$ cat src/rtl/aths_pkg.sv
// aths_pkg: shared constants, types and hash helpers for the allocation tracking hash set
// used by aths_slot_store, aths_probe_ctrl and allocation_tracking_hash_set
// no dependencies
package aths_pkg;

   // table geometry
   localparam int TABLE_BITS  = 10;
   localparam int SLOT_COUNT  = 1 << TABLE_BITS;
   localparam int CNT_W       = TABLE_BITS + 1;

   // field widths
   localparam int KEY_W       = 48;
   localparam int SIZE_W      = 32;
   localparam int BYTES_W     = 33;
   localparam int LIVE_W      = 11;
   localparam int STATUS_W    = 3;
   localparam int LIMIT_W     = 13;
   localparam int REQ_DATA_W  = 80;
   localparam int RSP_DATA_W  = 48;

   // hashing and probing
   localparam int HASH_MUL    = 73;
   localparam int PROBE_STEP  = 5009;

   // load limit: refuse when 20 * occupancy >= 17 * slot count
   localparam int OCC_W       = CNT_W + 1;
   localparam int OCC_SCL_W   = TABLE_BITS + 8;
   localparam int LOAD_NUM    = 20;
   localparam int LOAD_LIMIT  = 17 * SLOT_COUNT;

   // limit register reset value in MiB
   localparam logic [LIMIT_W-1:0] LIMIT_RESET = LIMIT_W'(1024);
   localparam int MIB_SHIFT   = 20;

   // special key codes
   localparam logic [KEY_W-1:0] KEY_EMPTY = '0;
   localparam logic [KEY_W-1:0] KEY_TOMB  = KEY_W'(1);

   typedef logic [TABLE_BITS-1:0] slot_idx_type;

   typedef enum logic [STATUS_W-1:0] {
      ST_OK         = 3'd0,
      ST_REFUSED    = 3'd1,
      ST_NOT_FOUND  = 3'd2,
      ST_NO_MEMORY  = 3'd3,
      ST_TABLE_FULL = 3'd4
   } status_type;

   // memory access from the controller
   typedef struct packed {
      slot_idx_type          rd_addr;
      slot_idx_type          wr_addr;
      logic                  key_we;
      logic [KEY_W-1:0]      key_wdata;
      logic                  size_we;
      logic [SIZE_W-1:0]     size_wdata;
   } slot_req_type;

   // registered read data from the memories
   typedef struct packed {
      logic [KEY_W-1:0]      key;
      logic [SIZE_W-1:0]     size;
   } slot_rsp_type;

   // one finished result
   typedef struct packed {
      status_type            status;
      logic [BYTES_W-1:0]    bytes;
      logic [LIVE_W-1:0]     live;
   } result_type;

   // home slot: only the low index bits of key * 73 matter
   function automatic slot_idx_type home_slot(input logic [KEY_W-1:0] key);
      slot_idx_type prod;
      prod = key[TABLE_BITS-1:0] * TABLE_BITS'(HASH_MUL);
      return prod;
   endfunction

   // next slot of a probe sequence
   function automatic slot_idx_type next_slot(input slot_idx_type idx);
      return idx + TABLE_BITS'(PROBE_STEP);
   endfunction

endpackage

$ cat src/rtl/aths_probe_ctrl.sv
// aths_probe_ctrl: request sequencer, probes the slot memories and keeps the counters
// depends on aths_pkg; drives aths_slot_store through slot_req_type
// one memory read per cycle, writes only during the clearing pass and in the final probe cycle
module aths_probe_ctrl
   import aths_pkg::*;
(
   input  logic                clock,
   input  logic                reset,
   // request transaction
   input  logic                req_valid,
   output logic                req_ready,
   input  logic                req_mode,
   input  logic [KEY_W-1:0]    req_key,
   input  logic [SIZE_W-1:0]   req_size,
   // byte limit in MiB
   input  logic [LIMIT_W-1:0]  limit_mib,
   // memories
   output slot_req_type        slot_req,
   input  slot_rsp_type        slot_rsp,
   // finished result
   output logic                res_valid,
   input  logic                res_ready,
   output result_type          result
);

   typedef enum logic [4:0] {
      S_CLEAR = 5'b00001,
      S_IDLE  = 5'b00010,
      S_START = 5'b00100,
      S_PROBE = 5'b01000,
      S_DONE  = 5'b10000
   } state_type;

   state_type           state_ff, state_in;
   logic                mode_ff, mode_in;
   logic [KEY_W-1:0]    key_ff, key_in;
   logic [SIZE_W-1:0]   size_ff, size_in;
   slot_idx_type        idx_ff, idx_in;
   logic [CNT_W-1:0]    probes_ff, probes_in;
   logic [CNT_W-1:0]    live_ff, live_in;
   logic [CNT_W-1:0]    tomb_ff, tomb_in;
   logic [BYTES_W-1:0]  bytes_ff, bytes_in;
   status_type          status_ff, status_in;
   slot_idx_type        clr_ff, clr_in;

   logic                key_reserved;
   logic                over_limit;
   logic [BYTES_W:0]    bytes_sum;
   logic [BYTES_W:0]    limit_bytes;
   logic [OCC_W-1:0]    occupancy;
   logic [OCC_SCL_W-1:0] occ_scaled;
   logic                load_full;
   logic                last_probe;
   logic [BYTES_W-1:0]  rd_size_ext;
   logic                rd_free;

   // checks done before probing
   assign key_reserved = (key_ff == KEY_EMPTY) || (key_ff == KEY_TOMB);
   assign bytes_sum    = {1'b0, bytes_ff} + (BYTES_W + 1)'(size_ff);
   assign limit_bytes  = (BYTES_W + 1)'({limit_mib, MIB_SHIFT'(0)});
   assign over_limit   = bytes_sum >= limit_bytes;

   // load limit for filling an empty slot
   assign occupancy  = OCC_W'(live_ff) + OCC_W'(tomb_ff) + OCC_W'(1);
   assign occ_scaled = OCC_SCL_W'(occupancy) * OCC_SCL_W'(LOAD_NUM);
   assign load_full  = occ_scaled >= OCC_SCL_W'(LOAD_LIMIT);

   assign last_probe  = probes_ff == CNT_W'(SLOT_COUNT - 1);
   assign rd_size_ext = BYTES_W'(slot_rsp.size);
   assign rd_free     = (slot_rsp.key == KEY_EMPTY) || (slot_rsp.key == KEY_TOMB);

   // sequencer
   always_comb begin
      state_in   = state_ff;
      mode_in    = mode_ff;
      key_in     = key_ff;
      size_in    = size_ff;
      idx_in     = idx_ff;
      probes_in  = probes_ff;
      live_in    = live_ff;
      tomb_in    = tomb_ff;
      bytes_in   = bytes_ff;
      status_in  = status_ff;
      clr_in     = clr_ff;

      slot_req.rd_addr    = idx_in;
      slot_req.wr_addr    = idx_ff;
      slot_req.key_we     = 1'b0;
      slot_req.key_wdata  = key_ff;
      slot_req.size_we    = 1'b0;
      slot_req.size_wdata = size_ff;

      case (state_ff)
         // clearing pass over the key memory after reset
         S_CLEAR: begin
            slot_req.wr_addr   = clr_ff;
            slot_req.key_we    = 1'b1;
            slot_req.key_wdata = KEY_EMPTY;
            clr_in = clr_ff + TABLE_BITS'(1);
            if (clr_ff == slot_idx_type'(SLOT_COUNT - 1)) begin
               state_in = S_IDLE;
            end
         end
         S_IDLE: begin
            if (req_valid) begin
               mode_in  = req_mode;
               key_in   = req_key;
               size_in  = req_size;
               state_in = S_START;
            end
         end
         // limit and key checks, read of the home slot
         S_START: begin
            idx_in    = home_slot(key_ff);
            probes_in = '0;
            if (!mode_ff && over_limit) begin
               status_in = ST_NO_MEMORY;
               state_in  = S_DONE;
            end else if (key_reserved) begin
               status_in = ST_REFUSED;
               state_in  = S_DONE;
            end else begin
               state_in = S_PROBE;
            end
            slot_req.rd_addr = idx_in;
         end
         // one slot per cycle, next read issued while this one is checked
         S_PROBE: begin
            if (!mode_ff) begin
               if (rd_free) begin
                  if ((slot_rsp.key == KEY_EMPTY) && load_full) begin
                     status_in = ST_TABLE_FULL;
                  end else begin
                     slot_req.key_we  = 1'b1;
                     slot_req.size_we = 1'b1;
                     if ((slot_rsp.key == KEY_TOMB) && (tomb_ff != '0)) begin
                        tomb_in = tomb_ff - CNT_W'(1);
                     end
                     live_in   = live_ff + CNT_W'(1);
                     bytes_in  = bytes_ff + BYTES_W'(size_ff);
                     status_in = ST_OK;
                  end
                  state_in = S_DONE;
               end else if (slot_rsp.key == key_ff) begin
                  status_in = ST_REFUSED;
                  state_in  = S_DONE;
               end else if (last_probe) begin
                  status_in = ST_TABLE_FULL;
                  state_in  = S_DONE;
               end else begin
                  idx_in    = next_slot(idx_ff);
                  probes_in = probes_ff + CNT_W'(1);
               end
            end else begin
               if (slot_rsp.key == KEY_EMPTY) begin
                  status_in = ST_NOT_FOUND;
                  state_in  = S_DONE;
               end else if (slot_rsp.key == key_ff) begin
                  slot_req.key_we    = 1'b1;
                  slot_req.key_wdata = KEY_TOMB;
                  if (live_ff != '0) begin
                     live_in = live_ff - CNT_W'(1);
                  end
                  tomb_in   = tomb_ff + CNT_W'(1);
                  bytes_in  = (bytes_ff >= rd_size_ext) ? bytes_ff - rd_size_ext : '0;
                  status_in = ST_OK;
                  state_in  = S_DONE;
               end else if (last_probe) begin
                  status_in = ST_NOT_FOUND;
                  state_in  = S_DONE;
               end else begin
                  idx_in    = next_slot(idx_ff);
                  probes_in = probes_ff + CNT_W'(1);
               end
            end
            slot_req.rd_addr = idx_in;
         end
         // hand the result over once the output register is free
         S_DONE: begin
            if (res_ready) begin
               state_in = S_IDLE;
            end
         end
         default: begin
            state_in = S_IDLE;
         end
      endcase
   end

   // control registers
   always_ff @(posedge clock) begin
      if (reset) begin
         state_ff <= S_CLEAR;
         clr_ff   <= '0;
         live_ff  <= '0;
         tomb_ff  <= '0;
         bytes_ff <= '0;
      end else begin
         state_ff <= state_in;
         clr_ff   <= clr_in;
         live_ff  <= live_in;
         tomb_ff  <= tomb_in;
         bytes_ff <= bytes_in;
      end
   end

   // transaction payload and probe position
   always_ff @(posedge clock) begin
      mode_ff   <= mode_in;
      key_ff    <= key_in;
      size_ff   <= size_in;
      idx_ff    <= idx_in;
      probes_ff <= probes_in;
      status_ff <= status_in;
   end

   assign req_ready     = state_ff == S_IDLE;
   assign res_valid     = state_ff == S_DONE;
   assign result.status = status_ff;
   assign result.bytes  = bytes_ff;
   assign result.live   = LIVE_W'(live_ff);

endmodule

$ cat config.mk
export PLATFORM = sky130hd
export DESIGN_NAME = aths_probe_ctrl
export DESIGN_NICKNAME = d
export VERILOG_FILES = /design/src/rtl/aths_pkg.sv /design/src/rtl/aths_probe_ctrl.sv
export SDC_FILE = /design/constraint.sdc
export NUM_CORES = 1
export LEC_CHECK = 0
export CAP_MARGIN = 30
export CORE_ASPECT_RATIO = 1.75
export CORE_MARGIN = 2
export CORE_UTILIZATION = 65
export DETAILED_ROUTE_END_ITERATION = 8
export DONT_BUFFER_PORTS = 1
export GPL_TIMING_DRIVEN = 0
export PLACE_DENSITY_LB_ADDON = 0.05
export RECOVER_POWER = 100
export SLEW_MARGIN = 10
export SYNTH_ARGS = -nofsm -noshare
export SYNTH_HDL_FRONTEND = slang
export SYNTH_SLANG_ARGS = --single-unit
$ cat constraint.sdc
create_clock -name clock -period 6.7 [get_ports clock]
set_input_delay 1.34 -clock clock [delete_from_list [all_inputs] [get_ports clock]]
set_output_delay 1.34 -clock clock [all_outputs]
set_load 0.005 [all_outputs]
# Word level (Yosys, flattened, before mapping)
# Index checks and enable logic that the tools add are counted.
# Widths: inputs -> output; s select.
[op_classes]
n_addsub = 12
muxes = 62
reduce_logical = 20
mul = 2
n_lt_le_gt_ge = 3
eq_ne = 22
[ops]
columns = ["op", "count"]
rows = [
  ["$mux 33", 6],
  ["$mux 11", 17],
  ["$mux 49", 2],
  ["$pmux 49 s2", 1],
  ["$eq 48x1->1 const B", 2],
  ["$logic_not 48->1", 2],
  ["$mux 10", 6],
  ["$mux 5", 10],
  ["$eq 48x48->1", 1],
  ["$mux 48", 1],
  ["$add 33x32->34", 1],
  ["$ge 34x33->1", 1],
  ["$add 11x1->11 const B", 3],
  ["$add 33x32->33", 1],
  ["$ge 33x32->1", 1],
  ["$sub 33x32->33", 1],
  ["$mux 3", 10],
  ["$pmux 5 s5", 1],
  ["$pmux 11 s2", 1],
  ["$reduce_bool 11->1", 2],
  ["$sub 11x1->11 const B", 2],
  ["$pmux 10 s2", 1],
  ["$ge 17x15->1 const B", 1],
  ["$mul 12x3->15 const B", 1],
  ["other kinds (27)", 46],
]
[totals]
inputBits = 178
out_inout_bits = 151
ff_bits = 175
wordCells = 132

# Logic depth before layout (Yosys ltp)
[depth]
word_depth = 9
ltp_mapped = 27
depth_no_buf = 26

# Worst setup path before layout
# Ideal clock, no wire load.
[synth_path]
kind = "register to output"
startpoint = "reg live_ff[0]"
endpoint = "out slot_req[81] (netlist name)"
slack_ps = 831
t_arrival_ps = 4529
n_path_buf = 1
stages_incl_launch_ff = 23
required_ps = 5360
cell_sequence = "dfxtp_1 inv_1 ha_1 inv_1 fa_1 a21o_1 a21oi_1 o21bai_1 a21oi_1 nor2b_1 o21a_1 nor2_1 xnor2_1 ha_1 ha_1 nor2b_1 nor4b_1 nor3_1 o41ai_1 and4_1 o21ai_2 clkbuf_1 nand2_1"
[synth_rtl]
columns = ["element", "line_no", "rtl"]
rows = [
  ["start, declared", "aths_probe_ctrl.sv:40", "logic [CNT_W-1:0] live_ff, live_in;"],
  ["start signal, assigned", "aths_probe_ctrl.sv:201", "live_ff <= live_in;"],
  ["end, declared", "aths_probe_ctrl.sv:18", "output slot_req_type slot_req,"],
]

# Worst setup path after layout
[layout_path]
startpoint = "reg size_ff[0]"
endpoint = "reg status_ff[2] (enable)"
[layout_between]
elab_chain_len = 5
[layout_rtl]
columns = ["element", "line_no", "rtl"]
rows = [
  ["start, declared", "aths_probe_ctrl.sv:37", "logic [SIZE_W-1:0] size_ff, size_in;"],
  ["start signal, assigned", "aths_probe_ctrl.sv:211", "size_ff <= size_in;"],
  ["$add 33x32->34", "aths_probe_ctrl.sv:59", "assign bytes_sum = {1'b0, bytes_ff} + (BYTES_W + 1)'(size_ff);"],
  ["$ge 34x33->1", "aths_probe_ctrl.sv:61", "assign over_limit = bytes_sum >= limit_bytes;"],
  ["$logic_and 1x1->1", "aths_probe_ctrl.sv:116", "if (!mode_ff && over_limit) begin"],
  ["$ne 3x3->1 (no source line)", "n/a", ""],
  ["$reduce_and 4->1 (no source line)", "n/a", ""],
  ["end signal, assigned", "aths_probe_ctrl.sv:214", "status_ff <= status_in;"],
  ["end, declared", "aths_probe_ctrl.sv:43", "status_type status_ff, status_in;"],
]
# No other way between the ends.
# A chain may end at the register's enable or synchronous reset.

==> flow_summary.toml <==
[floorplanning]
start_util = 0.6606
core_um2 = 21410
num_io_pins = 329
die_h_um = 199.1
dieArea_um2 = 23000
die_w_um = 115.5
rows = 71

[sta]
fin_skew_ns = 0.01013
finalHoldViolCount = 0
min_period_ns = 6.573
tightest_slew_ns = 2.729
final_max_slew_viol_count = 85
clock.fmax_mhz = 152.1
fin_crit_sh = 0.9810
setup_slack_ns = 0.1275
slew_headroom = -0.8196
setup_viol = 0

[worst_setup_path]
crit_family = "simple AND/OR/NAND/NOR gates"
worstPathRequired_ns = 6.88
crit_arrival_ns = 6.75
cp_cell_sequence = "ha_1 -> fa_2 -> a211oi_2 -> o21ai_2 -> nand2_1 -> o211ai_1 -> or4_1 -> and2_1 -> o31a_1 -> o31a_1 -> xor2_1 -> ha_1 -> nand4_1 -> nor4_4 -> nand3_1 -> or4_1 -> or4_4 -> o41ai_4 -> buf_4 -> o211ai_2 -> inv_2"
end_kind = "flip-flop"
cpMaxStageDelayCell = "or4_4"
slowest_delay_ns = 0.57
cp.depth = 21
worst-path-buf-inv = 2
critPathKind = "flip-flop to flip-flop"
r2r_cells = 21
cp_max_fo = 4
critPathLaunchType = "flip-flop"

[pwr]
internal_power_w = 0.001775
p_seq_frac = 0.477
sw_frac_of_total = 0.2660
power_density_nw_per_um2 = 159.3
irDropWorstVdd_uv = 137.4
clkPwrFrac = 0.417
p_sw_w = 0.0006434
p_leak_nw = 6.320
combPwrFrac = 0.106

[clock_tree]
clk_transition_reported_paths_ns = 0.07
cts.sink_count = 175
clock_latency_ns = 0.46
cts_tree = "done"
ctsLongestPathBuffers = 2
htreeDepth = 4
cts_buffers = 17
cts_root_buffer = "clkbuf_16"

[synth]
ys_ff_latch = 175
synthFlopType = "edfxtp_1"
syn_inst = 1638
synth_top_area_frac = 0.2017
syn-cell-area_um2 = 14140
ys_types = 85
synth_nets = 1963
synth_edf_count = 95
synth.avg_cell_area_um2 = 8.635
synth_top_cell_by_area = "edfxtp_1"
yosys_warnings = 0
synth_area_leaders = "edfxtp_1 (20%), ha_1 (12%), dfxtp_1 (11%)"
synth_seq_area_share = 0.3149
async_flop_share = 0

[global_route]
antenna_found_initial = 2
grt_pass1_vias = 13168
use_met2 = 0.7397
top_usage_layer = "met2"
grt_max_degree = 52
grt_remaining_overflow = 0
grt_pass1_wl_mm = 70.83
met3_usage = 0.1049
grtUsageMet1 = 0.3925
grt.total_usage = 0.4137

[detailed_routing]
routedWlPerCell_um = 24.41
vias = 13393
wl_mm = 48.08
route.detailed.drc = 0
ant_nets = 0
dr.pass1.iters = 7
first_iter_violations = 1101
vias_per_cell = 6.798

[final_layout]
area_growth_pct = 7.369
final_nets = 1988
drive_gt1_frac = 0.05072
final_cells = 1970

[min_path]
hold_class = "flip-flop to flip-flop"
hold_depth = 2

[place]
dp.cells = 1933
portBuffers = 0
dp_hpwl_mm = 37.16
gp_congestion = 1.110
dpl_worst_slack_ns = -0.5391

[status]
violations = "capacitance limit, slew limit"
status = "finished, violations left"

[run]
cap_violations = 2
==> layer usage <==
metal / wire length [µm] / share of wire
met5: 0 / 0
met4: 4168 / 0.087
met3: 4034 / 0.084
met2: 24570 / 0.51
met1: 15320 / 0.32
==> registers in the layout, indices dropped and copies added (netlist names) <==
register and cells:
live_ff 11, clr_ff 10, probes_ff 11, tomb_ff 11, size_ff 32, state_ff 5
status_ff 3, idx_ff 10, bytes_ff 33, key_ff 48, mode_ff 1
==> Yosys cell counts, drive strengths merged, types with 5 or more instances <==
| library cell | count |
|---|---|
| a211oi | 19 |
| nand3 | 30 |
| and3 | 64 |
| nand4 | 38 |
| ha | 139 |
| o311ai | 8 |
| o22ai | 5 |
| a221oi | 6 |
| dfxtp | 80 |
| or2 | 7 |
| inv | 94 |
| or3 | 6 |
| mux2i | 10 |
| buf | 11 |
| and4 | 7 |
| a221o | 5 |
| or4 | 8 |
| clkbuf | 43 |
| nor2b | 14 |
| o2111ai | 5 |
| xnor2 | 99 |
| a41oi | 5 |
| fa | 8 |
| o21bai | 13 |
| a31oi | 10 |
| nor4 | 40 |
| a2111oi | 5 |
| nand2b | 13 |
| o31a | 10 |
| xor2 | 50 |
| nor2 | 131 |
| a21o | 34 |
| o21ai | 87 |
| nand2 | 143 |
| a21oi | 133 |
| a21boi | 6 |
| o31ai | 9 |
| and2 | 8 |
| o211ai | 16 |
| nor3 | 52 |
| nor3b | 6 |
| edfxtp | 95 |
| o21a | 19 |
==> worst paths after layout <==
kind	start	endpoint	slack, ns
hold reg to reg	clr_ff[1]$_SDFFE_PP0P_	clr_ff[1]$_SDFFE_PP0P_	0.50
hold / removal	clr_ff[1]$_SDFFE_PP0P_	clr_ff[1]$_SDFFE_PP0P_	0.50
setup / recovery	size_ff[0]$_DFFE_PP_	status_ff[2]$_SDFFCE_PP0P_	0.13
setup reg to reg	size_ff[0]$_DFFE_PP_	status_ff[2]$_SDFFCE_PP0P_	0.13
==> per-stage QoR <==
| stage | util | hold slack (ns) | power, W | cell area, µm² | TNS (ns) |
|---|---|---|---|---|---|
| 3_5_place_dp | 0.6801 | 0.4941 | 0.001423 | 14560 | -2.865 |
| 6_report | 0.7093 | 0.5039 | 0.002419 | 15190 | 0 |
| 2_1_floorplan | - | 0.4666 | 0.001353 | 14140 | 0 |
| 4_1_cts | 0.7105 | 0.5049 | 0.002410 | 15210 | 0 |
| 3_3_place_gp | 0.6777 | 0.4836 | 0.001419 | 14510 | -2.504 |
| 5_1_grt | 0.7092 | 0.5505 | 0.002478 | 15180 | -0.01230 |
==> cell families after synthesis <==
group	count (synthesis)	synth area share
multiplexers	12	0.008670
XOR/XNOR	149	0.09227
buffers and inverters	148	0.04149
AO/OA/AOI/OAI	423	0.1971
AND/OR/NAND/NOR	584	0.2113
flip-flops	175	0.3149
adder cells (fa/ha/maj)	147	0.1343
==> cells in the final DEF, fill, tap and decap left out, types with 52 or more instances in the layout <==
| cell type | instances |
|---|---|
| a21oi_1 | 125 |
| and3_1 | 64 |
| dfxtp_1 | 79 |
| edfxtp_1 | 95 |
| ha_1 | 138 |
| inv_1 | 93 |
| nand2_1 | 142 |
| nor2_1 | 130 |
| nor3_1 | 52 |
| o21ai_0 | 84 |
| xnor2_1 | 99 |
==> power groups by stage <==
| stage | Combinational [W] | Sequential [W] | Clock [W] |
|---|---|---|---|
| after floorplan | 0.000180 | 0.00117 | 0 |
| after global placement | 0.000242 | 0.00118 | 0 |
| after detailed placement | 0.000246 | 0.00118 | 0 |
| after CTS | 0.000248 | 0.00115 | 0.00101 |
| after global routing | 0.000282 | 0.00116 | 0.00104 |
| final | 0.000257 | 0.00115 | 0.00101 |
==> worst register-to-register path, cell delays in order (launching register included) <==
cell	delay, ns
edfxtp_1	0.42
ha_1	0.28
fa_2	0.39
a211oi_2	0.30
o21ai_2	0.17
nand2_1	0.11
o211ai_1	0.19
or4_1	0.54
and2_1	0.21
o31a_1	0.27
o31a_1	0.32
xor2_1	0.18
ha_1	0.35
nand4_1	0.14
nor4_4	0.48
nand3_1	0.13
or4_1	0.46
or4_4	0.57
o41ai_4	0.29
buf_4	0.20
o211ai_2	0.13
inv_2	0.12
==> layout make-up <==
class / instances / area [µm²]
Clock buffer: 18 / 429.2
Fill cell: 1804 / 6223
Antenna cell: 2 / 5.005
Multi-Input combinational cell: 1315 / 9174
Buffer: 53 / 210.2
Tap cell: 292 / 365.4
Clock inverter: 14 / 141.4
Inverter: 94 / 352.8
Sequential cell: 175 / 4456
Timing Repair Buffer: 7 / 52.55
==> repair_timing <==
action | in CTS | in global routing
hold buffers | 0 | 0
gates resized for setup | 14 | 13
pin swaps | 3 | 6
setup buffers | 1 | 3
endpoints found under the setup margin | 8 | 5
Power figures use the tool's default switching activity.
